$ cat src/rtl/core/mkte_pkg.sv
`timescale 1ns / 1ps
// ----------------------------------------------------------------------------
// mkte_pkg
// Shared types and constants for the multi-tap keypad text editor.
// ----------------------------------------------------------------------------
package mkte_pkg;

  localparam int KEY_COUNT  = 9;
  localparam int LINE_CHARS = 32;
  localparam int LEN_W      = 6;
  localparam int POS_W      = 5;
  localparam int COUNT_W    = 14;
  localparam int BTN_W      = 4;

  localparam logic [COUNT_W-1:0] COUNT_MAX = 14'd9999;
  localparam logic [LEN_W-1:0]   LINE_FULL = LEN_W'(LINE_CHARS);
  localparam logic [POS_W-1:0]   LAST_POS  = POS_W'(LINE_CHARS - 1);

  localparam logic [KEY_COUNT-1:0] COMBO_EXIT  = 9'h006;
  localparam logic [KEY_COUNT-1:0] COMBO_CLEAR = 9'h018;
  localparam logic [KEY_COUNT-1:0] COMBO_MODE  = 9'h030;
  localparam logic [KEY_COUNT-1:0] COMBO_TERM  = 9'h180;

  typedef enum logic [2:0] {
    EV_TYPED     = 3'd0,
    EV_CLEARED   = 3'd1,
    EV_TOGGLED   = 3'd2,
    EV_EXIT      = 3'd3,
    EV_TERMINATE = 3'd4,
    EV_IGNORED   = 3'd5
  } evt_t;

  typedef struct packed {
    logic [LEN_W-1:0]   length;
    logic               alpha;
    logic [COUNT_W-1:0] count;
    logic [BTN_W-1:0]   prev_button;
    logic [1:0]         tap;
  } editor_state_t;

  typedef struct packed {
    evt_t             event_res;
    logic             char_written;
    logic [POS_W-1:0] char_position;
    logic [7:0]       char_code;
    logic             shifted_left;
  } editor_result_t;

  localparam editor_state_t ST_RESET = '{
    length:      '0,
    alpha:       1'b1,
    count:       '0,
    prev_button: '0,
    tap:         '0
  };

  // letter for zero-based button index and tap index
  function automatic logic [7:0] letter_code(input logic [BTN_W-1:0] key,
                                             input logic [1:0] tap);
    logic [23:0] set;
    begin
      case (key)
        4'd0:    set = {"Z", "Q", "."};
        4'd1:    set = {"C", "B", "A"};
        4'd2:    set = {"F", "E", "D"};
        4'd3:    set = {"I", "H", "G"};
        4'd4:    set = {"L", "K", "J"};
        4'd5:    set = {"O", "N", "M"};
        4'd6:    set = {"S", "R", "P"};
        4'd7:    set = {"V", "U", "T"};
        default: set = {"Y", "X", "W"};
      endcase
      case (tap)
        2'd1:    letter_code = set[15:8];
        2'd2:    letter_code = set[23:16];
        default: letter_code = set[7:0];
      endcase
    end
  endfunction

endpackage

$ cat src/rtl/core/multitap_keypad_text_editor.sv
`timescale 1ns / 1ps
// ----------------------------------------------------------------------------
// multitap_keypad_text_editor
// Multi-tap keypad text entry: one released button mask per transaction in,
// one editor result per transaction out.
// ----------------------------------------------------------------------------
// The block takes one button mask per cycle while in_stall is low and returns
// one result per mask: the mask is registered, and the whole editor update
// (combination decode, lowest-button select, multi-tap letter lookup, line
// length and press counter update) runs in one combinational step from that
// register into the result register and the editor state. A stall on the
// output holds both stages; the input side stalls only when both stages are
// full. Reset returns the editor to an empty line in alphabet mode with a
// zero count.
module multitap_keypad_text_editor (
  input  logic                             clk,
  input  logic                             rst,
  input  logic                             in_valid,
  output logic                             in_stall,
  input  logic [mkte_pkg::KEY_COUNT-1:0]   buttons,
  output logic                             out_valid,
  input  logic                             out_stall,
  output logic [2:0]                       event_res,
  output logic                             alpha_mode,
  output logic [mkte_pkg::COUNT_W-1:0]     press_count,
  output logic [mkte_pkg::LEN_W-1:0]       text_length,
  output logic                             char_written,
  output logic [mkte_pkg::POS_W-1:0]       char_position,
  output logic [7:0]                       char_code,
  output logic                             shifted_left
);
  import mkte_pkg::*;

  logic                 stage_valid;
  logic [KEY_COUNT-1:0] stage_buttons;
  logic                 advance;
  logic                 stage_load;
  editor_state_t        state;
  editor_state_t        state_next;
  editor_result_t       result;

  assign advance    = ~out_valid | ~out_stall;
  assign stage_load = advance | ~stage_valid;
  assign in_stall   = stage_valid & ~advance;

  mkte_update u_update (
    .buttons    (stage_buttons),
    .state      (state),
    .state_next (state_next),
    .result     (result)
  );

  always_ff @(posedge clk) begin
    if (rst) begin
      stage_valid <= 1'b0;
    end else if (stage_load) begin
      stage_valid <= in_valid;
    end
  end

  always_ff @(posedge clk) begin
    if (stage_load) begin
      stage_buttons <= buttons;
    end
  end

  always_ff @(posedge clk) begin
    if (rst) begin
      state <= ST_RESET;
    end else if (advance && stage_valid) begin
      state <= state_next;
    end
  end

  always_ff @(posedge clk) begin
    if (rst) begin
      out_valid <= 1'b0;
    end else if (advance) begin
      out_valid <= stage_valid;
    end
  end

  always_ff @(posedge clk) begin
    if (advance && stage_valid) begin
      event_res     <= result.event_res;
      alpha_mode    <= state_next.alpha;
      press_count   <= state_next.count;
      text_length   <= state_next.length;
      char_written  <= result.char_written;
      char_position <= result.char_position;
      char_code     <= result.char_code;
      shifted_left  <= result.shifted_left;
    end
  end

  a_length_bound: assert property (@(posedge clk) disable iff (rst)
    out_valid |-> text_length <= LINE_FULL)
    else $error("text length beyond line size");

  a_count_bound: assert property (@(posedge clk) disable iff (rst)
    out_valid |-> press_count <= COUNT_MAX)
    else $error("press count beyond limit");

  a_write_typed: assert property (@(posedge clk) disable iff (rst)
    (out_valid && char_written) |-> event_res == EV_TYPED)
    else $error("character stored by a non-typing transaction");

  a_shift_full: assert property (@(posedge clk) disable iff (rst)
    (out_valid && shifted_left) |-> (text_length == LINE_FULL && char_position == LAST_POS))
    else $error("shift without a full line");

  a_stall_full: assert property (@(posedge clk) disable iff (rst)
    in_stall |-> (stage_valid && out_valid && out_stall))
    else $error("input stalled with room in the pipeline");

endmodule

$ cat src/rtl/core/mkte_update.sv
`timescale 1ns / 1ps
// ----------------------------------------------------------------------------
// mkte_update
// Next editor state and result for one button mask.
// ----------------------------------------------------------------------------
module mkte_update (
  input  logic [mkte_pkg::KEY_COUNT-1:0] buttons,
  input  mkte_pkg::editor_state_t        state,
  output mkte_pkg::editor_state_t        state_next,
  output mkte_pkg::editor_result_t       result
);
  import mkte_pkg::*;

  logic [BTN_W-1:0]   key;
  logic [BTN_W-1:0]   key_num;
  logic               repeat_hit;
  logic [1:0]         tap_step;
  logic               full;
  logic [COUNT_W:0]   count_sum;
  logic [1:0]         count_inc;
  logic [COUNT_W-1:0] count_next;

  // lowest pressed button
  always_comb begin
    key = BTN_W'(KEY_COUNT - 1);
    for (int i = KEY_COUNT - 2; i >= 0; i--) begin
      if (buttons[i]) begin
        key = BTN_W'(i);
      end
    end
  end

  assign key_num    = key + BTN_W'(1);
  assign repeat_hit = (state.prev_button == key_num) && (state.length != '0);
  assign tap_step   = (state.tap == 2'd0) ? 2'd1 : (state.tap == 2'd1) ? 2'd2 : 2'd0;
  assign full       = (state.length >= LINE_FULL);

  assign count_sum  = {1'b0, state.count} + {{(COUNT_W-1){1'b0}}, count_inc};
  assign count_next = (count_sum > {1'b0, COUNT_MAX}) ? '0 : count_sum[COUNT_W-1:0];

  always_comb begin
    state_next           = state;
    count_inc            = 2'd0;
    result.event_res     = EV_IGNORED;
    result.char_written  = 1'b0;
    result.char_position = '0;
    result.char_code     = '0;
    result.shifted_left  = 1'b0;
    if (buttons == '0) begin
      result.event_res = EV_IGNORED;
    end else if ((buttons & COMBO_EXIT) == COMBO_EXIT) begin
      state_next       = ST_RESET;
      result.event_res = EV_EXIT;
    end else if ((buttons & COMBO_CLEAR) == COMBO_CLEAR) begin
      state_next       = ST_RESET;
      result.event_res = EV_CLEARED;
    end else if ((buttons & COMBO_MODE) == COMBO_MODE) begin
      count_inc              = 2'd2;
      state_next.alpha       = ~state.alpha;
      state_next.prev_button = '0;
      state_next.tap         = '0;
      state_next.count       = count_next;
      result.event_res       = EV_TOGGLED;
    end else if ((buttons & COMBO_TERM) == COMBO_TERM) begin
      result.event_res = EV_TERMINATE;
    end else begin
      count_inc           = 2'd1;
      state_next.count    = count_next;
      result.event_res    = EV_TYPED;
      result.char_written = 1'b1;
      if (state.alpha && repeat_hit) begin
        state_next.tap       = tap_step;
        result.char_position = POS_W'(state.length - LEN_W'(1));
        result.char_code     = letter_code(key, tap_step);
      end else begin
        if (full) begin
          state_next.length    = LINE_FULL;
          result.char_position = LAST_POS;
          result.shifted_left  = 1'b1;
        end else begin
          state_next.length    = state.length + LEN_W'(1);
          result.char_position = state.length[POS_W-1:0];
        end
        if (state.alpha) begin
          result.char_code       = letter_code(key, 2'd0);
          state_next.prev_button = key_num;
          state_next.tap         = '0;
        end else begin
          result.char_code = 8'h31 + {4'd0, key};
        end
      end
    end
  end

endmodule

$ cat config.mk
export PLATFORM = sky130hd
export DESIGN_NAME = multitap_keypad_text_editor
export DESIGN_NICKNAME = d
export VERILOG_FILES = /design/src/rtl/core/mkte_pkg.sv /design/src/rtl/core/multitap_keypad_text_editor.sv /design/src/rtl/core/mkte_update.sv
export SDC_FILE = /design/constraint.sdc
export NUM_CORES = 1
export LEC_CHECK = 0
export ABC_AREA = 0
export BUFFER_PORTS_ARGS = -buffer_cell sky130_fd_sc_hd__buf_2
export CAP_MARGIN = 20
export CORE_AREA = 2 2 105 107
export DETAILED_ROUTE_END_ITERATION = 8
export DIE_AREA = 0 0 107 109
export HOLD_SLACK_MARGIN = 0.05
export RECOVER_POWER = 25
export SLEW_MARGIN = 20
export SYNTH_ARGS = -nofsm -noshare
export SYNTH_HDL_FRONTEND = slang
export SYNTH_SLANG_ARGS = --single-unit
$ cat constraint.sdc
create_clock -name clk -period 4.65 [get_ports clk]
set_clock_uncertainty 0.1 [all_clocks]
set_input_delay 0.6975 -clock clk [delete_from_list [all_inputs] [get_ports clk]]
set_output_delay 0.6975 -clock clk [all_outputs]
set_load 0.005 [all_outputs]
==> tab_implementation.tex <==
\begin{tabular}{lr}
\hline
Metric & Value \\
\hline
\multicolumn{2}{l}{\textbf{Synth}} \\
Number of nets produced by synthesis & 529 \\
Register area share after synthesis & 43.2\% \\
Netlist area before placement & 4610 um\^{}2 \\
Synth async-reset ratio & 0\% \\
Number of library cell types mapped by synthesis & 75 \\
Number of enable-type register cells in the synthesized netlist & 47 \\
Avg Inst Size Synth & 9.16 um\^{}2 \\
Number of flip-flops and latches in the synthesized netlist & 76 \\
Post-Synthesis Cells & 503 \\
Yosys warning total & 0 \\
Synth top area share & 30.6\% \\
Top cell type by total area after synthesis & edfxtp\_1 \\
Synth Flop Type & edfxtp\_1 \\
Dominant cells by area after synthesis & edfxtp\_1 31\%, dfxtp\_1 13\%, nor2\_1 3.8\%, nand2\_1 3.6\%, a31oi\_1 3.5\% \\
\multicolumn{2}{l}{\textbf{Worst setup path}} \\
Number of buffer and inverter instances along the worst setup path & 1 \\
Worst setup SP type & register \\
Slowest Stage Delay on Critical Path & 0.67 ns \\
Slowest cell on crit path & or4\_4 \\
Reg-to-reg slack, setup & 0.26 ns \\
Reg2Reg Launch Point & stage\_buttons[0] \\
Worst reg2reg endpoint & press\_count[6] \\
Cell family contributing the most delay on the critical path & compound AO/OA/AOI/OAI gates \\
Worst-path maximum fanout & 22 \\
Element type at the critical path end & register \\
Required time of the worst setup path & 4.75 ns \\
Cells on worst reg2reg path & 14 \\
Crit Path Class & reg -> reg \\
Cells traversed along the worst timing path & or4\_4 > nor3\_2 > nor2\_1 > nand2\_1 > inv\_1 > ha\_1 > fa\_1 > and3\_1 > o21ai\_0 > a31oi\_1 > a311o\_2 > o211ai\_4 > o21ai\_0 > a31oi\_1 \\
Critical path arrival & 4.49 ns \\
\multicolumn{2}{l}{\textbf{Clocking}} \\
H-tree Lvls & 3 \\
Clk pin slew, worst setup/hold paths & 0.08 ns \\
Deepest clock path buffer count & 2 \\
Inserted Clock Buffers & 9 \\
CTS tree & done \\
Clock latency of the later-clocked register in the worst-skew pair & 0.35 ns \\
Count of clock tree sinks & 76 \\
Master cell of the clock root buffer & clkbuf\_8 \\
\multicolumn{2}{l}{\textbf{Drt}} \\
DRC Markers & 0 \\
Number of vias per cell & 5.87 \\
Detailed-routing iteration count for the pre-antenna-repair pass & 5 \\
Detailed Route WL & 11.4 mm \\
Number of DRC markers after the initial detailed-route iteration & 302 \\
Via Count & 4026 \\
Post-route ant nets & 0 \\
Average wire per standard cell & 16.6 um \\
\multicolumn{2}{l}{\textbf{STA}} \\
Slew at the pin closest to its max-slew limit & 1.29 ns \\
Min cycle time layout & 4.39 ns \\
Final count of negative-setup-slack endpoints & 0 \\
RSZ-0062 raised after global routing & no \\
Final Cycle Share & 94.4\% \\
Final Hold Violating Endpoints & 0 \\
Timing-limited maximum frequency & 0.228 GHz \\
Aggregate negative setup slack & 0 ns \\
Max-slew violation count & 0 \\
Minimum hold slack & 0.372 ns \\
Relative slew slack & 14.3\% \\
\multicolumn{2}{l}{\textbf{Die}} \\
Area enclosed by the die boundary & 11700 um\^{}2 \\
Starting density of the core & 43.4\% \\
Count of pins on the block boundary & 54 \\
Chip Width & 107 um \\
Core box area & 10600 um\^{}2 \\
Site row count & 38 \\
Overall die height & 109 um \\
\multicolumn{2}{l}{\textbf{Cells and area}} \\
Final Net Count & 567 \\
Number of antenna cells inserted & 0 \\
Share of layout cells above drive strength 1 & 16.8\% \\
Leading cell types in the layout, fill and taps excluded & 47 x nor2\_1, 47 x edfxtp\_1, 44 x nand2\_1, 42 x buf\_2, 30 x a21oi\_1 \\
Post-route cell area & 5170 um\^{}2 \\
Final Instance Count excl. Fillers & 686 \\
Synthesis-to-finish area growth & 12.3\% \\
\multicolumn{2}{l}{\textbf{Global route}} \\
Maximum number of pins on one net before global-route repair & 47 \\
Number of global-route vias before repair & 3691 \\
Final global-route overflow total & 0 \\
Antenna violations before repair & 0 \\
Global-route wire length before repair & 18.7 mm \\
All-layer global routing usage & 20.6\% \\
\multicolumn{2}{l}{\textbf{Power and ir drop}} \\
Leak pwr & 2.03 nW \\
Peak VDD IR & 0.000150 V \\
Total power per unit cell area & 283 nW/um\^{}2 \\
Overall power consumption & 1.46 mW \\
\multicolumn{2}{l}{\textbf{Placement}} \\
Placed cell count & 668 \\
DPL Wire Length & 8.05 mm \\
Post-Place Cell Area & 4940 um\^{}2 \\
Final weighted congestion of routability-driven global placement & 0.877 \\
IO buf count & 52 \\
\multicolumn{2}{l}{\textbf{Hold path}} \\
Worst Min Path Start & state[4] \\
Hold Crit Depth & 2 \\
Class of the tightest hold or removal check & reg -> reg \\
Destination of the worst hold path & state[4] \\
\multicolumn{2}{l}{\textbf{Run status}} \\
Status & complete, no violations \\
\multicolumn{2}{l}{\textbf{Run}} \\
Max-cap violation count & 0 \\
\hline
\end{tabular}
[cell usage after synthesis, types with 3 or more instances]
library cell / count
edfxtp_1: 47
nor2_1: 47
nand2_1: 44
a21oi_1: 30
dfxtp_1: 29
a31oi_1: 26
inv_1: 23
o21ai_0: 22
clkbuf_1: 21
nand3_1: 20
nor3_1: 18
buf_2: 12
ha_1: 12
a211oi_1: 8
a22oi_1: 8
a21o_1: 7
and2_1: 7
mux2i_1: 7
nand4_1: 7
o21a_1: 7
a22o_1: 6
nor4_1: 6
buf_6: 4
o31ai_1: 4
xnor2_1: 4
a32oi_1: 3
and3_1: 3
mux2_2: 3
nand2b_1: 3
nor2b_1: 3
nor3b_1: 3
o211ai_1: 3
o21ai_1: 3
o221ai_1: 3
o22ai_1: 3
or4_1: 3
[kinds of logic after synthesis]
family	synth area share (%)
AO/OA/AOI/OAI	22.8
XOR/XNOR	1.63
adder cells (fa/ha/maj)	3.69
buffers and inverters	6.44
flip-flops	43.2
multiplexers	2.25
other	0.0814
AND/OR/NAND/NOR	19.8
[through the flow]
step	worst slack (ns)	util [%]
global route	0.0140	48.8
detailed placement	0.254	46.6
finish	0.262	48.8
global placement	0.358	46.6
CTS	0.223	48.4
floorplan	0.569	-
[flip-flops by register name, indices dropped and copies added, names as in the netlist]
signal	flops
state	27
press_count	14
stage_buttons	9
char_code	7
text_length	6
char_position	5
event_res	3
alpha_mode	1
char_written	1
out_valid	1
shifted_left	1
stage_valid	1
[layer usage]
metal / GRT usage [%] / up-vias / wire (um)
li1: - / 1953 / -
met1: 28.5 / 1909 / 5520
met2: 32.9 / 150 / 5100
met3: 3.47 / 14 / 586
met4: 6.77 / 0 / 182
met5: 0 / - / 0
[final cells by class]
class | count | area, um^2
Sequential cell | 76 | 1990
Timing Repair Buffer | 67 | 385
Fill cell | 1018 | 5430
Clock inverter | 4 | 48.8
Tap cell | 140 | 175
Inverter | 26 | 97.6
Clock buffer | 12 | 145
Multi-Input combinational cell | 361 | 2330
[tightest hold or removal path, delay by kind of cell (launching register included)]
| family | cells | cell delay, ns |
|---|---|---|
| AO/OA/AOI/OAI | 1 | 0.06 |
| buffers and inverters | 1 | 0.05 |
| flip-flops | 1 | 0.32 |
[worst max-delay path by stage]
| stage | startpoint | to | cells past startpoint |
|---|---|---|---|
| after floorplan | stage_buttons[0] | press_count[9] | 16 |
| after global placement | stage_buttons[0] | press_count[10] | 13 |
| after detailed placement | stage_buttons[0] | press_count[5] | 13 |
| after CTS | stage_buttons[0] | press_count[6] | 14 |
| after global routing | stage_buttons[0] | press_count[6] | 14 |
| final | stage_buttons[0] | press_count[6] | 14 |
[where the power goes]
| group | switching, mW | internal (mW) |
|---|---|---|
| sequential | 0.0135 | 0.740 |
| clock | 0.239 | 0.263 |
| combinational | 0.132 | 0.0741 |
[repair_timing]
| action | in CTS | in global routing |
|---|---|---|
| hold buffers | 0 | 0 |
| resized for setup | 0 | 1 |
| setup endpoints to repair | 0 | 12 |
| setup buffers | 0 | 2 |
Note: power is estimated with default switching activity, not from simulation.
